File: src/tspn32_pkg.sv
// ----------------------------------------------------------------------------
// tspn32_pkg
// Tables, codes and helper functions of the 32-bit two-round SPN cipher.
// ----------------------------------------------------------------------------
package tspn32_pkg;

	localparam int BLK_W   = 32;
	localparam int NIB_W   = 4;
	localparam int NIB_N   = BLK_W / NIB_W;
	localparam int SEL_W   = 5;
	localparam int ENC_ROT = 2;
	localparam int DEC_ROT = 30;

	localparam logic OP_ENC = 1'b0;
	localparam logic OP_DEC = 1'b1;

	typedef logic [NIB_W-1:0] sbox_t [16];
	typedef logic [SEL_W-1:0] sel_tbl_t [BLK_W];

	localparam sbox_t SBOX_FWD = '{
		4'd7, 4'd3, 4'd6, 4'd1, 4'd13, 4'd9, 4'd10, 4'd11,
		4'd2, 4'd12, 4'd0, 4'd4, 4'd5, 4'd15, 4'd8, 4'd14
	};

	localparam sbox_t SBOX_INV = '{
		4'd10, 4'd3, 4'd8, 4'd1, 4'd11, 4'd12, 4'd2, 4'd0,
		4'd14, 4'd5, 4'd6, 4'd7, 4'd9, 4'd4, 4'd15, 4'd13
	};

	localparam sel_tbl_t SEL_K0 = '{
		5'd17, 5'd31, 5'd0, 5'd0, 5'd18, 5'd7, 5'd20, 5'd18,
		5'd8, 5'd1, 5'd27, 5'd27, 5'd2, 5'd4, 5'd11, 5'd20,
		5'd25, 5'd13, 5'd17, 5'd10, 5'd24, 5'd9, 5'd29, 5'd15,
		5'd21, 5'd18, 5'd28, 5'd20, 5'd4, 5'd5, 5'd24, 5'd15
	};

	localparam sel_tbl_t SEL_K1 = '{
		5'd15, 5'd2, 5'd5, 5'd0, 5'd13, 5'd31, 5'd5, 5'd10,
		5'd18, 5'd2, 5'd3, 5'd14, 5'd14, 5'd0, 5'd11, 5'd1,
		5'd20, 5'd15, 5'd14, 5'd27, 5'd6, 5'd11, 5'd19, 5'd3,
		5'd6, 5'd20, 5'd14, 5'd2, 5'd28, 5'd11, 5'd5, 5'd8
	};

	localparam sel_tbl_t SEL_K2 = '{
		5'd4, 5'd24, 5'd23, 5'd12, 5'd22, 5'd21, 5'd31, 5'd15,
		5'd29, 5'd1, 5'd0, 5'd26, 5'd17, 5'd24, 5'd16, 5'd5,
		5'd31, 5'd0, 5'd20, 5'd21, 5'd26, 5'd30, 5'd15, 5'd11,
		5'd16, 5'd23, 5'd18, 5'd30, 5'd30, 5'd19, 5'd28, 5'd23
	};

	function automatic logic [BLK_W-1:0] round_key(input logic [BLK_W-1:0] mk,
			input sel_tbl_t sel);
		logic [BLK_W-1:0] k;
		k = '0;
		for (int i = 0; i < BLK_W; i++) begin
			k[i] = mk[sel[i]];
		end
		return k;
	endfunction

	function automatic logic [BLK_W-1:0] nibble_sub(input sbox_t box,
			input logic [BLK_W-1:0] x);
		logic [BLK_W-1:0] r;
		r = '0;
		for (int i = 0; i < NIB_N; i++) begin
			r[i*NIB_W +: NIB_W] = box[x[i*NIB_W +: NIB_W]];
		end
		return r;
	endfunction

	function automatic logic [BLK_W-1:0] ror_enc(input logic [BLK_W-1:0] x);
		return {x[ENC_ROT-1:0], x[BLK_W-1:ENC_ROT]};
	endfunction

	function automatic logic [BLK_W-1:0] ror_dec(input logic [BLK_W-1:0] x);
		return {x[DEC_ROT-1:0], x[BLK_W-1:DEC_ROT]};
	endfunction

endpackage

File: src/tspn32_core.sv
// ----------------------------------------------------------------------------
// tspn32_core
// Key selection and both two-round datapaths, opcode picks the result.
// ----------------------------------------------------------------------------
module tspn32_core
	import tspn32_pkg::*;
(
	input  logic [BLK_W-1:0] master_key,
	input  logic             opcode,
	input  logic [BLK_W-1:0] data_in,
	output logic [BLK_W-1:0] data_out
);

	logic [BLK_W-1:0] k0, k1, k2;
	logic [BLK_W-1:0] enc_r1, enc_r2;
	logic [BLK_W-1:0] dec_r1, dec_r2;

	assign k0 = round_key(master_key, SEL_K0);
	assign k1 = round_key(master_key, SEL_K1);
	assign k2 = round_key(master_key, SEL_K2);

	assign enc_r1 = ror_enc(nibble_sub(SBOX_FWD, data_in ^ k0)) ^ k1;
	assign enc_r2 = ror_enc(nibble_sub(SBOX_FWD, enc_r1)) ^ k2;

	assign dec_r1 = nibble_sub(SBOX_INV, ror_dec(data_in ^ k2));
	assign dec_r2 = nibble_sub(SBOX_INV, ror_dec(dec_r1 ^ k1));

	assign data_out = (opcode == OP_DEC) ? (dec_r2 ^ k0) : enc_r2;

endmodule

File: src/toy_spn_cipher_32.sv
// Path: an accepted beat is registered in data_s1, passes the cipher core and
// is registered in data_s2. Throughput: one block per cycle unless out_stall
// backs up the pipeline; the core sits between the input and output registers.
// Reset: arst_n clears both valid flags and the master key to zero.
// ----------------------------------------------------------------------------
// toy_spn_cipher_32
// Two-round 32-bit SPN cipher with valid/stall channels and a key write port.
// ----------------------------------------------------------------------------
module toy_spn_cipher_32
	import tspn32_pkg::*;
(
	input  logic             clk,
	input  logic             arst_n,
	input  logic             cfg_valid,
	output logic             cfg_ready,
	input  logic [BLK_W-1:0] cfg_data,
	input  logic             in_valid,
	output logic             in_stall,
	input  logic             opcode,
	input  logic [BLK_W-1:0] data_in,
	output logic             out_valid,
	input  logic             out_stall,
	output logic [BLK_W-1:0] data_out
);

	logic [BLK_W-1:0] master_key_q;
	logic             valid_s1;
	logic             opcode_s1;
	logic [BLK_W-1:0] data_s1;
	logic             valid_s2;
	logic [BLK_W-1:0] data_s2;
	logic [BLK_W-1:0] core_out;
	logic             s1_free;
	logic             s2_free;

	assign s2_free   = !valid_s2 || !out_stall;
	assign s1_free   = !valid_s1 || s2_free;
	assign in_stall  = !s1_free;
	assign cfg_ready = !valid_s1;
	assign out_valid = valid_s2;
	assign data_out  = data_s2;

	always_ff @(posedge clk or negedge arst_n) begin
		if (!arst_n) begin
			master_key_q <= '0;
		end else if (cfg_valid && cfg_ready) begin
			master_key_q <= cfg_data;
		end
	end

	always_ff @(posedge clk or negedge arst_n) begin
		if (!arst_n) begin
			valid_s1 <= 1'b0;
			valid_s2 <= 1'b0;
		end else begin
			if (s1_free) begin
				valid_s1 <= in_valid;
			end
			if (s2_free) begin
				valid_s2 <= valid_s1;
			end
		end
	end

	always_ff @(posedge clk) begin
		if (in_valid && s1_free) begin
			opcode_s1 <= opcode;
			data_s1   <= data_in;
		end
		if (valid_s1 && s2_free) begin
			data_s2 <= core_out;
		end
	end

	tspn32_core u_core (
		.master_key (master_key_q),
		.opcode     (opcode_s1),
		.data_in    (data_s1),
		.data_out   (core_out)
	);

endmodule

File: config.mk
export PLATFORM = sky130hd
export DESIGN_NAME = toy_spn_cipher_32
export DESIGN_NICKNAME = d
export VERILOG_FILES = /design/src/tspn32_pkg.sv /design/src/tspn32_core.sv /design/src/toy_spn_cipher_32.sv
export SDC_FILE = /design/constraint.sdc
export NUM_CORES = 1
export LEC_CHECK = 0
export ABC_CLOCK_PERIOD_IN_PS = 5900
export BUFFER_PORTS_ARGS = -buffer_cell sky130_fd_sc_hd__clkbuf_2
export CORE_ASPECT_RATIO = 0.75
export CORE_MARGIN = 8
export CORE_UTILIZATION = 51
export CTS_BUF_LIST = sky130_fd_sc_hd__clkbuf_2 sky130_fd_sc_hd__clkbuf_4 sky130_fd_sc_hd__clkbuf_8
export CTS_CLUSTER_SIZE = 14
export DETAILED_ROUTE_END_ITERATION = 6
export PLACE_DENSITY = 0.68
export SYNTH_ARGS = -nofsm -noshare
export SYNTH_HDL_FRONTEND = slang
export SYNTH_SLANG_ARGS = --single-unit
File: constraint.sdc
create_clock -name clk -period 5.9 [get_ports clk]
set_input_delay 0.59 -clock clk [delete_from_list [all_inputs] [get_ports clk]]
set_output_delay 0.59 -clock clk [all_outputs]
set_load 0.1 [all_outputs]
==> run summary, run 1 <==
Pleak - 3.97 nW
P per Cell Area - 544 nW/µm²
Post-Syn Area per Cell - 9.47 µm²
Fin util - 57.2%
Status - finished clean
Core Region - 17800 µm²
Worst EP arrival - 3.51 ns
Post-synthesis adder-cell area fraction - 0.335%
Mux share of post-synthesis cell area - 12.4%
Htree depth - 3
Setup_tns - 0 ns
Total of max-cap violations - 0
Relative slew slack - 25.3%
Element type at the critical path start - register
CP delay by family, top - flip-flops
Share of cells above drive strength 1 - 18.6%
Antenna-violating nets left - 0
Clk slew on worst S/H paths - 0.10 ns
Flop pwr share - 22.5%
Hold buffers post-CTS - 0
Post-Synth Simple-Gate Area - 14.5%
XOR/XNOR Fraction of Synth Area - 22.3%
Via count - 7765
Min Clock Period, post-route - 3.39 ns
Sequential share of the synthesized area - 30.1%
Antenna cell count - 0
Fmax - 295 MHz
Kind of critical path - register to register
Num CTS Buffers - 9
Starting Density - 52.5%
Vias/cell - 5.99
Slowest cell on the critical path - dfrtp_1
Cell area after synthesis - 9320 µm²
Final period utilization - 57.4%
Final Hold Viols - 0
Worst Hold Class - primary input to register
Layout overhead on the synthesized area - 8.90%
Peak supply drop - 0.318 mV
Post-synthesis cell type count - 88
TritonCTS clock tree - built
Worst-margin pin slew - 1.12 ns
Ys async rst share - 34.3%
Pint - 2.61 mW
Post-synthesis compound-gate area fraction - 16.5%
CTS sink cnt - 99
RSZ-0062 raised after global routing - false
Crit-path cells - xnor2_1 -> a21oi_1 -> nor4_1 -> or4_1 -> a21boi_1 -> mux2i_1 -> xnor2_1 -> mux2i_1
Main combinational cell family by area after synthesis - XOR/XNOR gates
CTS root buf - clkbuf_8
Residual DRC - 0
Syn_nets - 1055
Initial DRC Count - 739
Logic gate share of total power - 67.7%
PortBufs - 104
Pin count of the biggest net entering global routing - 37
Post-CTS Setup Bufs - 0
CP max stage delay - 1.06 ns
Critical path capture point type - register
EDFF count, synth - 65
Avg WL per Cell - 19.6 µm
GR Overflow Total - 0
Num ports - 105
Die width - 172 µm
GRT Total Usage - 21.9%
Clk_lat worst skew - 0.40 ns
Clock Power Share - 9.8%
Pins Over Slew Limit - 0
Yosys top cell area share - 20.9%
NumNets Final - 1119
Routability Congestion - 0.880
Post-cts resize count - 0
Clock Tree Buf Depth - 2
# setup viols final - 0
Die Y-Extent - 133 µm
Buf/Inv on CP - 0
Switching Share - 52.8%
Fin Clk Skew - 0.0139 ns
Final WL - 25.4 mm
First-pass GRT wire length - 38.8 mm
Initial antenna violation count - 0
Largest area contributor in the netlist - edfxtp_1
Area contributors post-synth - edfxtp_1 21%, xnor2_1 13%, dfrtp_1 9.1%, mux2i_1 8.2%, xor2_1 7.2%
Dpl hpwl - 18.8 mm
Crit path max fanout - 23
Number of global-route vias before repair - 6931
Ys Warns - 0
FF+latch count, synth - 99
First-pass iteration count of the detailed router - 6
Top FF cell, synth - edfxtp_1
CP required - 6.03 ns
Die area - 22900 µm²
Syn Inst Count - 985
Net Switching - 2.92 mW
Cell row count - 42
[cells by family after synthesis]
kind of cell | Yosys count
flip-flops | 99
multiplexers | 111
AO/OA/AOI/OAI | 222
adder cells (fa/ha/maj) | 3
AND/OR/NAND/NOR | 254
XOR/XNOR | 225
buffers and inverters | 71
[cell usage in the layout (no fill, tap or decap), drive strengths merged, types with 18 or more instances in the layout]
master / instances
mux2i: 77
nor2: 50
dfrtp: 34
nand3: 18
o21ai: 36
edfxtp: 65
a21oi: 46
xor2: 83
a211oi: 21
mux2: 34
clkbuf: 114
o211ai: 20
nand2: 64
xnor2: 140
nor3: 21
[metrics by stage]
step / setup WS [ns] / power [mW] / instance area, µm² / std cells / hold slack, ns
3_3_place_gp: 2.61 / 4.90 / 9910 / 1280 / 0.491
2_1_floorplan: 2.98 / 4.30 / 9320 / 985 / 0.294
4_1_cts: 2.60 / 5.49 / 10200 / 1296 / 0.341
6_report: 2.51 / 5.52 / 10200 / 1296 / 0.357
3_5_place_dp: 2.63 / 4.94 / 9910 / 1280 / 0.515
5_1_grt: 2.31 / 5.87 / 10200 / 1296 / 0.348
[flip-flops by register name, indices dropped and copies added (netlist names)]
register,count
opcode_s1,1
master_key_q,32
data_out,32
data_s1,32
valid_s1,1
out_valid,1
[power groups by stage]
stage	combinational (mW)	clock, mW	sequential [mW]
after floorplan	2.47	0	1.83
after global placement	3.65	0	1.25
after detailed placement	3.69	0	1.25
after CTS	3.71	0.549	1.24
after global routing	4.03	0.574	1.26
final	3.74	0.540	1.24
[metal layers]
layer  share of wire (%)  GRT usage (%)  vias to the layer above
li1                    -              -                     3738
met1                  47           32.9                     3714
met2                  42           31.2                      282
met3                 9.2           4.16                       31
met4                 1.5           5.54                        0
met5                   0              0                        -
[layout make-up]
| class | instances | area [µm²] |
|---|---|---|
| fill | 1635 | 7610 |
| multi-input combinational | 815 | 6180 |
| sequential | 99 | 2800 |
| timing repair buffer | 112 | 581 |
| tap | 242 | 303 |
| clock buffer | 10 | 138 |
| clock inverter | 6 | 103 |
| inverter | 12 | 45.0 |
[cells in the mapped netlist, drive strengths merged, types with 4 or more instances]
cell type  instances
xnor2            140
xor2              83
mux2i             77
edfxtp            65
nand2             64
nor2              50
a21oi             46
buf               40
o21ai             36
dfrtp             34
mux2              34
a211oi            21
nor3              21
o211ai            20
clkbuf            19
nand3             18
nor2b             16
inv               12
a31oi             10
and2              10
and3               9
o22ai              9
a22oi              8
nand2b             8
nand4              8
o31ai              8
a211o              7
a21o               7
a311oi             7
nor3b              7
or3                7
a221oi             5
nor4               5
nor4bb             5
o31a               5
or2                5
and4b              4
o311ai             4
o41ai              4
or4                4
[path summary, 6_finish.rpt]
check,startpoint,end,slack (ns),cells after the start
min in group asynchronous,arst_n,master_key_q[9],0.39,1
max,master_key_q[18],data_out[2],2.51,8
max reg2reg,master_key_q[18],data_out[2],2.51,8
max in group asynchronous,arst_n,master_key_q[12],4.81,1
min reg2reg,master_key_q[30],master_key_q[30],0.53,1
min,data_in[25],data_s1[25],0.36,1
(Power assumes the default switching activity.)
==> inputs of run 2 (changes only) <==
Settings changed: ABC_CLOCK_PERIOD_IN_PS 5900 to 3250.
Clock period 5.9 ns to 3.25 ns, I/O delays scaled along.
==> run summary, run 2 (synthesized netlist as in run 1, its figures left out) <==
Status - finished clean
Starting Density - 52.5%
Initial antenna violation count - 0
First-pass iteration count of the detailed router - 5
CP required - 3.38 ns
Pwr Total - 10.0 mW
Antenna cell count - 0
Htree depth - 3
Net Switching - 5.34 mW
Die area - 22900 µm²
GRT Total Usage - 22.3%
Via count - 7981
Worst EP arrival - 3.14 ns
Post-cts resize count - 0
Clk_lat worst skew - 0.39 ns
Worst Hold Class - primary input to register
First-pass GRT wire length - 39.9 mm
Die width - 172 µm
Peak supply drop - 0.577 mV
GR Overflow Total - 0
Fmax - 332 MHz
Final period utilization - 92.8%
Switching Share - 53.4%
Vias/cell - 5.98
Core Region - 17800 µm²
Final WS setup - 0.236 ns
Critical path capture point type - register
RSZ-0062 raised after global routing - false
Final Hold Viols - 0
Total of max-cap violations - 0
Layout overhead on the synthesized area - 11.3%
Pleak - 4.13 nW
Met2 Resource Use GR - 32.7%
Num ports - 105
Worst-margin pin slew - 0.904 ns
Met1 Use GR - 33.1%
Logic gate share of total power - 71.3%
PortBufs - 104
Cell row count - 42
Flop pwr share - 21.2%
# setup viols final - 0
Pins Over Slew Limit - 0
Min Clock Period, post-route - 3.01 ns
Dpl hpwl - 20.2 mm
Crit path max fanout - 6
Element type at the critical path start - register
TritonCTS clock tree - built
Antenna-violating nets left - 0
Most frequent cells in the layout - 135 x xnor2_1, 104 x clkbuf_2, 77 x xor2_1, 76 x mux2i_1, 65 x edfxtp_1
Grt peak-use layer - met1
Initial DRC Count - 659
Pint - 4.67 mW
Num CTS Buffers - 9
Residual DRC - 0
Share of cells above drive strength 1 - 21.5%
Clk slew on worst S/H paths - 0.11 ns
P per Cell Area - 964 nW/µm²
CTS sink cnt - 99
Pre-CTS setup slack - 0.272 ns
CTS root buf - clkbuf_8
Routability Congestion - 0.936
Relative slew slack - 39.7%
Kind of critical path - register to register
NumNets Final - 1158
Final WL - 26.1 mm
Number of global-route vias before repair - 7205
Fin Clk Skew - 0.0182 ns
Met3 Use GR - 4.10%
Clock Tree Buf Depth - 2
Avg WL per Cell - 19.5 µm
Clock Power Share - 7.5%
Pin count of the biggest net entering global routing - 37
Die Y-Extent - 133 µm
Setup_tns - 0 ns
Commonest non-fill, non-tap cell in the layout - xnor2_1
## run 2: cell types whose count changed in the layout (fill, tap and decap cells not counted)
cell,delta
buf_4,+38
bufinv_16,-3
clkbuf_4,+1
clkbuf_8,-1
clkinv_1,-1
clkinv_2,+1
clkinv_4,+1
dlygate4sd3_1,+1
inv_6,+2
## run 2: per-stage QoR
step	hold slack, ns	std cells	area (µm²)	util (%)
CTS	0.0781	1335	10400	58.4
global placement	0.430	1318	10200	57.4
floorplan	0.0294	985	9320	-
global route	0.0836	1335	10400	58.4
detailed placement	0.431	1318	10200	57.4
finish	0.0965	1335	10400	58.4
## run 2: what timing repair did
item / 4_1_cts / 5_1_grt
endpoints found under the setup margin: 0 / 0
hold buffers: 1 / 0
endpoints found under the hold margin: 14 / 0
setup buffers: 0 / 0
## run 2: final timing paths
| kind | from | endpoint | slack [ns] | cells after the start |
|---|---|---|---|---|
| max in group asynchronous | arst_n | out_valid | 1.96 | 3 |
| max | master_key_q[1] | data_out[7] | 0.24 | 8 |
| min in group asynchronous | arst_n | master_key_q[7] | 0.55 | 2 |
| min reg2reg | master_key_q[12] | master_key_q[12] | 0.59 | 1 |
| max reg2reg | master_key_q[1] | data_out[7] | 0.24 | 8 |
| min | data_in[5] | data_s1[5] | 0.1 | 1 |
## run 2: cell type report
cell class,instances,area [µm²]
fill,1593,7380
sequential,99,2800
clock inverter,6,40.0
timing repair buffer,151,876
tap,242,303
multi-input combinational,815,6180
inverter,12,45.0
clock buffer,10,131
## run 2: metal layers
| metal | routed length [µm] | part of all wire (%) | vias to the layer above |
|---|---|---|---|
| li1 | - | - | 3813 |
| met2 | 11100 | 43 | 363 |
| met1 | 12300 | 47 | 3775 |
| met5 | 0 | 0 | - |
| met4 | 435 | 1.7 | 0 |
| met3 | 2260 | 8.7 | 30 |
## run 2: critical path: stages, from the launching register on
cell	delay [ns]
dfrtp_1	0.54
xnor2_1	0.58
a211o_1	0.21
a31oi_1	0.09
xnor2_1	0.56
nand2_1	0.11
a222oi_1	0.35
xnor2_1	0.21
mux2i_1	0.11
## run 2: power groups by stage
stage,logic [mW],clock network (mW),registers [mW]
floorplan,4.48,0,3.33
global placement,6.95,0,2.14
detailed placement,7.05,0,2.14
CTS,7.08,0.776,2.12
global route,7.67,0.813,2.16
finish,7.14,0.753,2.12
==> inputs of run 3 (changes only) <==
Settings changed: RECOVER_POWER set to 100.
==> run summary, run 3 (synthesized netlist as in run 1, its figures left out) <==
Status - finished, violations left
Failing checks - capacitance limit, slew limit
Worst R2R Start - master_key_q[20]
Buf/Inv on CP - 1
Die Y-Extent - 133 µm
Antenna-violating nets left - 0
Kind of critical path - register to register
NumNets Final - 1158
First-pass GRT wire length - 39.9 mm
Routability Congestion - 0.936
Placed Cells - 1318
Pins Over Slew Limit - 104
Num ports - 105
Final WL - 26.0 mm
Most frequent cells in the layout - 135 x xnor2_1, 77 x xor2_1, 76 x mux2i_1, 70 x clkbuf_2, 65 x edfxtp_1
Element type at the critical path start - register
Worst EP arrival - 3.22 ns
Cell row count - 42
Flop2flop setup slack - 0.17 ns
GR Overflow Total - 0
Post-CTS Setup Bufs - 0
CP max stage delay - 0.62 ns
Vias/cell - 5.96
Initial antenna violation count - 0
Fmax - 325 MHz
R2R Path End - data_out[21]
Antenna cell count - 0
Non-filler cells in the finished layout - 1335
Via count - 7953
PortBufs - 104
Final WS setup - 0.169 ns
Pwr Total - 9.94 mW
Pre-CTS setup slack - 0.272 ns
Layout overhead on the synthesized area - 10.5%
CTS root buf - clkbuf_8
Number of global-route vias before repair - 7205
Starting Density - 52.5%
RSZ-0062 raised after global routing - false
Crit-path cells - clkbuf_4 -> xnor2_1 -> nand2_1 -> mux2i_1 -> o21ai_0 -> nand3_1 -> mux2i_1 -> xor2_1 -> mux2i_1
Setup_tns - 0 ns
Final period utilization - 94.8%
Pin count of the biggest net entering global routing - 37
GRT Total Usage - 22.3%
Initial DRC Count - 670
Worst setup path end - data_out[21]
# setup viols final - 0
Peak supply drop - 0.569 mV
Critical Path Stages - 9
Worst-margin pin slew - 2.39 ns
CTS sink cnt - 99
Clk slew on worst S/H paths - 0.10 ns
Min Clock Period, post-route - 3.08 ns
Core Region - 17800 µm²
CP delay by family, top - XOR/XNOR gates
Htree depth - 3
Residual DRC - 0
First-pass iteration count of the detailed router - 5
Worst Setup SP - master_key_q[20]
Fin Clk Skew - 0.0159 ns
Clk_lat worst skew - 0.39 ns
Clock Tree Buf Depth - 2
Cell depth of the worst flop-to-flop path - 9
Relative slew slack - -59.6%
Die width - 172 µm
P per Cell Area - 965 nW/µm²
TritonCTS clock tree - built
Hold Slack - 0.0989 ns
Critical path capture point type - register
Crit path max fanout - 15
Total of max-cap violations - 4
Die area - 22900 µm²
Commonest non-fill, non-tap cell in the layout - xnor2_1
Slowest cell on the critical path - o21ai_0
Share of cells above drive strength 1 - 17.6%
Pleak - 4.00 nW
CP required - 3.39 ns
Worst Hold Class - primary input to register
Num CTS Buffers - 9
Dpl hpwl - 20.2 mm
Avg WL per Cell - 19.5 µm
Final Hold Viols - 0
CP dominant cell by count - mux2i_1
run 3: cell count changes in the layout (fill, tap and decap cells not counted), sizes merged:
cell	before	now
buf	46	40
clkbuf	114	120
run 3: what timing repair did:
action                    in CTS  in global routing
hold buffers                   1                  0
hold endpoints to repair      14                  0
gates resized for setup        0                  0
run 3: worst register-to-register path: cells and delay by family, from the launching register on:
family / cells / cell delay, ns
buffers and inverters: 1 / 0.31
AOI/OAI and AO/OA: 1 / 0.62
DFF: 1 / 0.48
xor gates and xnor gates: 2 / 0.62
and+or+nand+nor: 2 / 0.31
muxes: 3 / 0.50
run 3: how the worst min path moves through the flow:
stage | endpoint | start | cells past startpoint
global route | data_s1[28] | data_in[28] | 1
global placement | master_key_q[9] | arst_n | 1
finish | data_s1[5] | data_in[5] | 1
CTS | data_s1[27] | data_in[27] | 1
detailed placement | master_key_q[9] | arst_n | 1
floorplan | master_key_q[0] | arst_n | 0
run 3: cell type report:
type                    count  area (µm²)
well taps                 242         303
fillers                  1618        7460
multi-input cells         815        6160
repair buffers            151         815
inverters                  12        45.0
clock buffers              10         131
clock inverters             6        40.0
flip-flops and latches     99        2800
run 3: metal layers:
| metal | GRT usage (%) | up-vias | routed length, µm |
|---|---|---|---|
| met5 | 0 | - | 0 |
| met4 | 5.35 | 0 | 473 |
| met3 | 4.10 | 31 | 2570 |
| met2 | 32.7 | 344 | 11000 |
| met1 | 33.1 | 3763 | 12000 |
| li1 | - | 3815 | - |
run 3: stage by stage:
step                      cell area (µm²)  util (%)
final                               10300      58.0
after global routing                10300      58.0
after CTS                           10400      58.4
after detailed placement            10200      57.4
after global placement              10200      57.4
after floorplan                      9320         -
run 3: where the power goes:
part / total, mW / switching (mW) / internal, mW / leakage [nW]
combinational: 7.07 / 4.55 / 2.53 / 2.89
sequential: 2.12 / 0.330 / 1.79 / 1.02
clock: 0.750 / 0.460 / 0.289 / 0.0919
